===== config.mk =====
export PLATFORM = sky130hd
export DESIGN_NAME = row_lane_border_tracker
export DESIGN_NICKNAME = d
export VERILOG_FILES = /design/src/hdl/rlbt_pkg.sv /design/src/hdl/rlbt_pix_sreg.sv /design/src/hdl/rlbt_edge_scan.sv /design/src/hdl/row_lane_border_tracker.sv
export SDC_FILE = /design/constraint.sdc
export NUM_CORES = 1
export LEC_CHECK = 0
export ABC_AREA = 1
export BUFFER_PORTS_ARGS = -buffer_cell sky130_fd_sc_hd__buf_2
export CAP_MARGIN = 0
export CORE_MARGIN = 2
export CORE_UTILIZATION = 65
export CTS_BUF_LIST = sky130_fd_sc_hd__clkbuf_8
export CTS_CLUSTER_SIZE = 10
export DETAILED_ROUTE_END_ITERATION = 8
export PLACE_DENSITY = 0.88
export SETUP_SLACK_MARGIN = 0.05
export SYNTH_ARGS = -nofsm -noshare
export SYNTH_HDL_FRONTEND = slang
export SYNTH_SLANG_ARGS = --single-unit

===== constraint.sdc =====
create_clock -name clk -period 7.47 [get_ports clk]
set_input_delay 1.494 -clock clk [delete_from_list [all_inputs] [get_ports clk]]
set_output_delay 1.494 -clock clk [all_outputs]
set_load 0.005 [all_outputs]

===== src/hdl/rlbt_pkg.sv =====
// Shared types and constants for the row lane border tracker.
// No dependencies; every other file imports this package.
package rlbt_pkg;

    localparam int ROW_WIDTH = 64;
    localparam int ROW_COUNT = 64;
    localparam int PIX_W     = 64;
    localparam int COL_W     = 6;
    localparam int ROW_W     = 6;
    localparam int VIS_W     = 7;
    localparam int CNT_W     = $clog2(ROW_WIDTH + 1);
    localparam int CFG_IDX_W = 2;
    localparam int CFG_DAT_W = 7;

    // tracking window lower bound (exclusive)
    localparam int TRACK_FIRST_ROW = 4;

    localparam logic [COL_W-1:0] LAST_COL  = COL_W'(ROW_WIDTH - 1);
    localparam logic [COL_W-1:0] START_COL = COL_W'(ROW_WIDTH / 2);

    typedef enum logic [CFG_IDX_W-1:0] {
        CFG_WIDE_ROAD_WIDTH   = 2'd0,
        CFG_SCAN_COMPENSATION = 2'd1,
        CFG_VISUAL_FIELD_ROWS = 2'd2,
        CFG_UNUSED            = 2'd3
    } cfg_idx_t;

    typedef enum logic [1:0] {
        ST_IDLE,
        ST_SCAN,
        ST_DONE
    } state_t;

    // scan sequencing from the controller
    typedef struct packed {
        logic load;
        logic step;
    } scan_ctrl_t;

    // pixel pair under the scan window: column c and column c-1
    typedef struct packed {
        logic cur;
        logic prev;
    } pix_pair_t;

endpackage


===== src/hdl/rlbt_pix_sreg.sv =====
// Pixel shift register: presents one column per cycle while stepped, lowest column first.
// Depends on rlbt_pkg.
module rlbt_pix_sreg (
    input  logic                     clk,
    input  logic                     rst_n,
    input  rlbt_pkg::scan_ctrl_t     ctrl,
    input  logic [rlbt_pkg::PIX_W-1:0] row_pixels,
    output rlbt_pkg::pix_pair_t      pair
);
    import rlbt_pkg::*;

    logic [ROW_WIDTH-1:0] sreg_reg, sreg_next;
    logic                 prev_reg, prev_next;

    always_comb
    begin
        sreg_next = sreg_reg;
        prev_next = prev_reg;
        if (ctrl.load)
        begin
            sreg_next = row_pixels[ROW_WIDTH-1:0];
            prev_next = 1'b0;          // column -1 reads as clear
        end
        else if (ctrl.step)
        begin
            sreg_next = {1'b0, sreg_reg[ROW_WIDTH-1:1]};  // beyond row reads clear
            prev_next = sreg_reg[0];
        end
    end

    always_ff @(posedge clk or negedge rst_n)
    begin
        if (!rst_n)
        begin
            prev_reg <= 1'b0;
        end
        else
        begin
            prev_reg <= prev_next;
        end
    end

    always_ff @(posedge clk)
    begin
        sreg_reg <= sreg_next;
    end

    assign pair.cur  = sreg_reg[0];
    assign pair.prev = prev_reg;

endmodule


===== src/hdl/rlbt_edge_scan.sv =====
// Edge recorder: watches the serial pixel pair and keeps the left and right borders.
// Depends on rlbt_pkg.
module rlbt_edge_scan (
    input  logic                      clk,
    input  logic                      rst_n,
    input  rlbt_pkg::scan_ctrl_t      ctrl,
    input  rlbt_pkg::pix_pair_t       pair,
    input  logic [rlbt_pkg::CNT_W-1:0] col_cnt,
    input  logic [rlbt_pkg::COL_W-1:0] left_start,
    input  logic [rlbt_pkg::COL_W-1:0] right_start,
    output logic [rlbt_pkg::COL_W-1:0] left_col,
    output logic [rlbt_pkg::COL_W-1:0] right_col,
    output logic                      left_hit,
    output logic                      right_hit
);
    import rlbt_pkg::*;

    logic [COL_W-1:0] left_reg, left_next;
    logic [COL_W-1:0] right_reg, right_next;
    logic             lfound_reg, lfound_next;
    logic             rfound_reg, rfound_next;
    logic             left_edge, right_edge;
    logic [CNT_W-1:0] col_prev;

    assign col_prev = col_cnt - CNT_W'(1);

    // set-then-clear at (c-1, c); the highest one not above the start wins
    assign left_edge = (col_cnt != '0) && pair.prev && !pair.cur &&
                       (col_cnt <= CNT_W'(left_start) + CNT_W'(1));
    // clear-then-set at (c-1, c); the first one from the start wins
    assign right_edge = !rfound_reg && !pair.prev && pair.cur &&
                        (col_cnt >= CNT_W'(right_start)) &&
                        (col_cnt < CNT_W'(ROW_WIDTH));

    always_comb
    begin
        left_next   = left_reg;
        right_next  = right_reg;
        lfound_next = lfound_reg;
        rfound_next = rfound_reg;
        if (ctrl.load)
        begin
            left_next   = '0;
            right_next  = LAST_COL;
            lfound_next = 1'b0;
            rfound_next = 1'b0;
        end
        else if (ctrl.step)
        begin
            if (left_edge)
            begin
                left_next   = col_prev[COL_W-1:0];
                lfound_next = 1'b1;
            end
            if (right_edge)
            begin
                right_next  = col_cnt[COL_W-1:0];
                rfound_next = 1'b1;
            end
        end
    end

    always_ff @(posedge clk or negedge rst_n)
    begin
        if (!rst_n)
        begin
            lfound_reg <= 1'b0;
            rfound_reg <= 1'b0;
        end
        else
        begin
            lfound_reg <= lfound_next;
            rfound_reg <= rfound_next;
        end
    end

    always_ff @(posedge clk)
    begin
        left_reg  <= left_next;
        right_reg <= right_next;
    end

    assign left_col  = left_reg;
    assign right_col = right_reg;
    assign left_hit  = lfound_reg;
    assign right_hit = rfound_reg;

endmodule


===== src/hdl/row_lane_border_tracker.sv =====
// Top level of the row lane border tracker: control, search starts, trackers, result register.
// Depends on rlbt_pkg, rlbt_pix_sreg and rlbt_edge_scan.

// One binary row is taken per item and scanned one column per clock, lowest column first,
// through a shift register; both border searches run on that single pass. After every column
// and the past-the-edge column are scanned, the middle is formed and the trackers are updated.
// Only one row is in flight at a time: in_stall stays high from acceptance until the result
// is moved into the output register, which holds it while the next row is scanned, so a new
// row is not taken before the previous result has been moved into the output register.
// Configuration writes are always ready and should only be issued while the block is idle.
module row_lane_border_tracker (
    input  logic                           clk,
    input  logic                           rst_n,
    input  logic                           in_valid,
    output logic                           in_stall,
    input  logic [rlbt_pkg::PIX_W-1:0]     row_pixels,
    input  logic [rlbt_pkg::ROW_W-1:0]     row_index,
    output logic                           out_valid,
    input  logic                           out_stall,
    output logic [rlbt_pkg::COL_W-1:0]     left_border,
    output logic [rlbt_pkg::COL_W-1:0]     right_border,
    output logic [rlbt_pkg::COL_W-1:0]     middle_column,
    output logic                           left_found,
    output logic                           right_found,
    output logic [rlbt_pkg::ROW_W-1:0]     least_middle_row,
    output logic [rlbt_pkg::ROW_W-1:0]     greatest_middle_row,
    input  logic                           cfg_valid,
    output logic                           cfg_ready,
    input  logic [rlbt_pkg::CFG_IDX_W-1:0] cfg_index,
    input  logic [rlbt_pkg::CFG_DAT_W-1:0] cfg_data
);
    import rlbt_pkg::*;

    state_t           state_reg, state_next;
    scan_ctrl_t       ctrl;
    pix_pair_t        pair;
    logic             accept, commit;
    logic             scan_step;

    logic [CNT_W-1:0] cnt_reg, cnt_next;
    logic [COL_W-1:0] lstart_reg, lstart_next;
    logic [COL_W-1:0] rstart_reg, rstart_next;
    logic [ROW_W-1:0] row_reg, row_next;

    logic [COL_W-1:0] wide_reg, comp_reg;
    logic [VIS_W-1:0] vis_reg;

    logic [COL_W-1:0] prev_left_reg, prev_right_reg, prev_mid_reg;
    logic [ROW_W-1:0] least_row_reg, greatest_row_reg;
    logic [COL_W-1:0] least_val_reg, greatest_val_reg;

    logic [COL_W-1:0] scan_left, scan_right;
    logic             scan_lhit, scan_rhit;
    logic [COL_W:0]   mid_sum;
    logic [COL_W-1:0] mid;
    logic             track_row;
    logic signed [COL_W+1:0] spread;

    logic             ovalid_reg;
    logic [COL_W-1:0] o_left_reg, o_right_reg, o_mid_reg;
    logic             o_lf_reg, o_rf_reg;

    // ---------------- control ----------------
    always_comb
    begin
        state_next = state_reg;
        case (state_reg)
            ST_IDLE:
            begin
                if (in_valid)
                    state_next = ST_SCAN;
            end
            ST_SCAN:
            begin
                if (cnt_reg == CNT_W'(ROW_WIDTH))
                    state_next = ST_DONE;
            end
            ST_DONE:
            begin
                if (!ovalid_reg || !out_stall)
                    state_next = ST_IDLE;
            end
            default:
            begin
                state_next = ST_IDLE;
            end
        endcase
    end

    always_comb
    begin
        in_stall  = 1'b1;
        scan_step = 1'b0;
        commit    = 1'b0;
        case (state_reg)
            ST_IDLE:
            begin
                in_stall = 1'b0;
            end
            ST_SCAN:
            begin
                scan_step = 1'b1;
            end
            ST_DONE:
            begin
                commit = !ovalid_reg || !out_stall;
            end
            default:
            begin
                in_stall = 1'b1;
            end
        endcase
    end

    assign accept    = in_valid && !in_stall;
    // packed as {load, step}
    assign ctrl      = {accept, scan_step};
    assign cfg_ready = 1'b1;

    // ---------------- search starts ----------------
    assign spread = $signed({2'b00, prev_right_reg}) - $signed({2'b00, prev_left_reg});

    always_comb
    begin
        cnt_next    = cnt_reg;
        lstart_next = lstart_reg;
        rstart_next = rstart_reg;
        row_next    = row_reg;
        if (accept)
        begin
            cnt_next = '0;
            row_next = row_index;
            if (row_index == '0)
            begin
                lstart_next = START_COL;
                rstart_next = START_COL;
            end
            else
            begin
                lstart_next = prev_mid_reg;
                rstart_next = prev_mid_reg;
                if (spread > $signed({2'b00, wide_reg}))
                begin
                    // negative start clamps to column 0
                    if (comp_reg > prev_mid_reg)
                        rstart_next = '0;
                    else
                        rstart_next = prev_mid_reg - comp_reg;
                end
            end
        end
        else if (ctrl.step)
        begin
            cnt_next = cnt_reg + CNT_W'(1);
        end
    end

    // ---------------- datapath ----------------
    rlbt_pix_sreg u_sreg (
        .clk        (clk),
        .rst_n      (rst_n),
        .ctrl       (ctrl),
        .row_pixels (row_pixels),
        .pair       (pair)
    );

    rlbt_edge_scan u_scan (
        .clk         (clk),
        .rst_n       (rst_n),
        .ctrl        (ctrl),
        .pair        (pair),
        .col_cnt     (cnt_reg),
        .left_start  (lstart_reg),
        .right_start (rstart_reg),
        .left_col    (scan_left),
        .right_col   (scan_right),
        .left_hit    (scan_lhit),
        .right_hit   (scan_rhit)
    );

    assign mid_sum   = {1'b0, scan_left} + {1'b0, scan_right};
    assign mid       = mid_sum[COL_W:1];
    assign track_row = (int'(row_reg) > TRACK_FIRST_ROW) &&
                       ({1'b0, row_reg} < vis_reg) &&
                       (int'(row_reg) < ROW_COUNT);

    // ---------------- registers ----------------
    always_ff @(posedge clk or negedge rst_n)
    begin
        if (!rst_n)
        begin
            state_reg        <= ST_IDLE;
            cnt_reg          <= '0;
            wide_reg         <= COL_W'(32);
            comp_reg         <= '0;
            vis_reg          <= VIS_W'(64);
            prev_left_reg    <= '0;
            prev_right_reg   <= '0;
            prev_mid_reg     <= '0;
            least_row_reg    <= '0;
            greatest_row_reg <= '0;
            least_val_reg    <= '0;
            greatest_val_reg <= '0;
            ovalid_reg       <= 1'b0;
        end
        else
        begin
            state_reg <= state_next;
            cnt_reg   <= cnt_next;

            if (cfg_valid && cfg_ready)
            begin
                case (cfg_idx_t'(cfg_index))
                    CFG_WIDE_ROAD_WIDTH:   wide_reg <= cfg_data[COL_W-1:0];
                    CFG_SCAN_COMPENSATION: comp_reg <= cfg_data[COL_W-1:0];
                    CFG_VISUAL_FIELD_ROWS: vis_reg  <= cfg_data[VIS_W-1:0];
                    default:               vis_reg  <= vis_reg;
                endcase
            end

            if (commit)
            begin
                prev_left_reg  <= scan_left;
                prev_right_reg <= scan_right;
                prev_mid_reg   <= mid;
                if (row_reg == '0)
                begin
                    // new frame: both trackers restart at row 0
                    least_row_reg    <= '0;
                    greatest_row_reg <= '0;
                    least_val_reg    <= mid;
                    greatest_val_reg <= mid;
                end
                else if (track_row)
                begin
                    if (mid < least_val_reg)
                    begin
                        least_row_reg <= row_reg;
                        least_val_reg <= mid;
                    end
                    else if (mid > greatest_val_reg)
                    begin
                        greatest_row_reg <= row_reg;
                        greatest_val_reg <= mid;
                    end
                end
            end

            if (commit)
                ovalid_reg <= 1'b1;
            else if (!out_stall)
                ovalid_reg <= 1'b0;
        end
    end

    always_ff @(posedge clk)
    begin
        lstart_reg <= lstart_next;
        rstart_reg <= rstart_next;
        row_reg    <= row_next;
        if (commit)
        begin
            o_left_reg  <= scan_left;
            o_right_reg <= scan_right;
            o_mid_reg   <= mid;
            o_lf_reg    <= scan_lhit;
            o_rf_reg    <= scan_rhit;
        end
    end

    assign out_valid           = ovalid_reg;
    assign left_border         = o_left_reg;
    assign right_border        = o_right_reg;
    assign middle_column       = o_mid_reg;
    assign left_found          = o_lf_reg;
    assign right_found         = o_rf_reg;
    // trackers only move at commit, so they match the registered item
    assign least_middle_row    = least_row_reg;
    assign greatest_middle_row = greatest_row_reg;

endmodule


==> metrics <==
# resized after CTS 0; CTS tree done; Post-DRT Antenna Nets 0; Yosys warning count 0; Mapped Cells 1009; Avg WL per Cell 15.0 µm; Reg2Reg Capture Point greatest_middle_row[3]$_DFFE_PN0P_; total congestion overflow 0; Die W 123 µm; total global-route track usage 0.271; Hold Crit Endpoint least_middle_row[2]$_DFFE_PN0P_; Synth-to-Final Area Change 11.8%; register bit total from synthesis 188; Max IR drop VDD 263 µV; postcts setup bufs 0; Final Slew Violations 0; post-synthesis cell type with the largest combined area edfxtp_1; Sink Count 188; Max-cap violations 0; die area 0.0152 mm²; power density over cell area 328 mW/mm²; largest cells by area after synthesis edfxtp_1 (33%), dfrtp_1 (20%), nand2_1 (16%); Hold Slack 472 ps; H-tree depth 4; CTS buffer count 17; GPL Wtd Cong 0.853; initial antenna violation count 0; FF-to-FF path depth 17; Post-synth EDFFs 102; hold path start least_middle_row[2]$_DFFE_PN0P_; First DRT Iteration DRCs 817; most used flip-flop cell after synthesis edfxtp_1; Fillers 937; Worst Hold Depth 2; crit path DAT 4010 ps; antenna cells 0; Storage cell area 0.00516 mm²; Worst-Margin Slew 949 ps; Crit. End Element flip-flop; Synth Net Count 1152; post-DP HPWL 13.7 mm; Hold Fails Final Rpt 0; Crit path top cell by count nand2_1; vias in the first global route 6844; LEAKAGE 0.00528 µW; Yosys top cell area share 0.332; register area share after synthesis 0.559; Critical Path Max Stage Delay 630 ps; first-pass GRT wire length 31.8 mm; core area 0.0139 mm²; period utilization 0.491; CTS Root Cell clkbuf_8; Final nets 1264; Commonest cells post-synth nand2_1 (400), inv_1 (103), edfxtp_1 (102); Largest register FFs 64; drc violations 0; Critical Path RT 7820 ps; Post-Route Setup TNS 0 ps; RSZ-0062 raised after global routing no; Layout Skew 12.0 ps; DR vias 7231; floorplan row count 43; Crit Reg-Reg Startpoint u_scan.left_col[0]$_SDFFE_PP0P_; final wirelength 19.7 mm; Die Y 123 µm; cells along the critical path nand2_1 -> inv_1 -> fa_1 -> nand3_1 -> nand2_1 -> a21oi_1 -> o21bai_1 -> ha_1 -> nand2_1 -> nor2_1 -> o21ai_0 -> nand3_1 -> nand3_1 -> nand2_1 -> nand2_2 -> nand2_1 -> nand2_1; layout cell share with drive strength beyond 1 0.149; initial core utilization 0.665; top-count cell post-synth nand2_1; Boundary Pins 119; Core Util, Final 0.743; CP max FO 13; Min Clock Period, post-route 3670 ps; Slowest cell on crit path o21bai_1; Synth cell types 41; clock latency on the worst-skew pair 460 ps; Worst-path clk slew 90 ps; status finished, final reports clean; DR pass1 iterations 7; footprint of the multi-input gates 0.00353 mm²; largest net degree at the start of global routing 89; Worst setup SP type flip-flop; syn avg cell area 9.15 µm²; CTS max path bufs 2; reg-to-reg slack, setup 3800 ps; Fmax achieved 273 MHz; Post-Syn Area 0.00923 mm²; Crit Path Class flip-flop to flip-flop; max_slew headroom 0.368; Async S/R FF share, synth 0.394; Min-Delay Path Class flip-flop to flip-flop; I/O Buffers 117; vias per cell 5.50; CTS Hold Bufs 0; Setup Viol. Count Final 0
## logic make-up after synthesis
| family | share of synthesized area |
|---|---|
| AND/OR/NAND/NOR | 0.231 |
| flip-flops | 0.559 |
| buffers and inverters | 0.0587 |
| AO/OA/AOI/OAI | 0.0522 |
| adder cells (fa/ha/maj) | 0.0824 |
| XOR/XNOR | 0.0152 |
| other | 0.000406 |
| multiplexers | 0.00122 |
## metrics by stage
step	setup slack [ps]	cell area (µm²)	total power [µW]	cells
detailed placement	4040	9930	2670	1282
global route	3610	10300	3600	1314
finish	3800	10300	3390	1314
CTS	3910	10300	3360	1314
global placement	4080	9930	2590	1282
floorplan	3820	9230	2330	1009
## cell type report
cell class,instances,area share
repair buffers,122,0.0604
clock inverters,15,0.0150
inverters,104,0.0378
multi-input cells,688,0.342
well taps,180,0.0218
clock buffers,17,0.0227
flip-flops and latches,188,0.500
## worst max-delay path: cells and delay by family, from the launching register on
family                     cells  cell delay (ps)
AOI/OAI and AO/OA              3              830
and+or+nand+nor               11             1600
buffers and inverters          1              130
adders and majority gates      2              490
DFF                            1              490
## metal layers
metal  vias to the layer above  GRT usage  part of all wire
met5                         -          0                 0
met4                         0     0.0966             0.022
met3                        41     0.0461             0.061
met2                       277      0.455              0.50
met1                      3420      0.358              0.42
li1                       3493          -                 -
## worst max path at each step
stage	start	to	slack, ps	depth (start not counted)
final	u_scan.left_col[0]$_SDFFE_PP0P_	greatest_middle_row[3]$_DFFE_PN0P_	3800	17
after global routing	u_scan.left_col[0]$_SDFFE_PP0P_	greatest_val_reg[1]$_DFFE_PN0P_	3610	17
after CTS	u_scan.left_col[0]$_SDFFE_PP0P_	greatest_val_reg[1]$_DFFE_PN0P_	3910	17
after detailed placement	u_scan.left_col[0]$_SDFFE_PP0P_	greatest_middle_row[3]$_DFFE_PN0P_	4040	17
after global placement	in_valid	cnt_reg[6]$_DFFE_PN0P_	4080	8
after floorplan	in_valid	u_sreg.sreg_reg[0]$_DFFE_PP_	3820	3
## where the power goes
part / switching [µW] / internal [µW]
Sequential: 148 / 1370
Clock: 349 / 325
Combinational: 806 / 390
Total: 1300 / 2080
## layout by cell type (no fill, tap or decap), types with 4 or more instances in the layout
| master | instances |
|---|---|
| o21ai_0 | 44 |
| inv_1 | 106 |
| clkbuf_8 | 17 |
| dfrtp_1 | 72 |
| nand4_1 | 9 |
| a21oi_1 | 30 |
| dfxtp_1 | 12 |
| nand2_2 | 5 |
| nor2_1 | 24 |
| nand3_1 | 65 |
| edfxtp_1 | 102 |
| ha_1 | 56 |
| buf_2 | 117 |
| xnor2_1 | 4 |
| nor3_1 | 6 |
| or2_2 | 4 |
| nand2_1 | 398 |
| xor2_1 | 12 |
| buf_4 | 5 |
(Power assumes the default switching activity.)
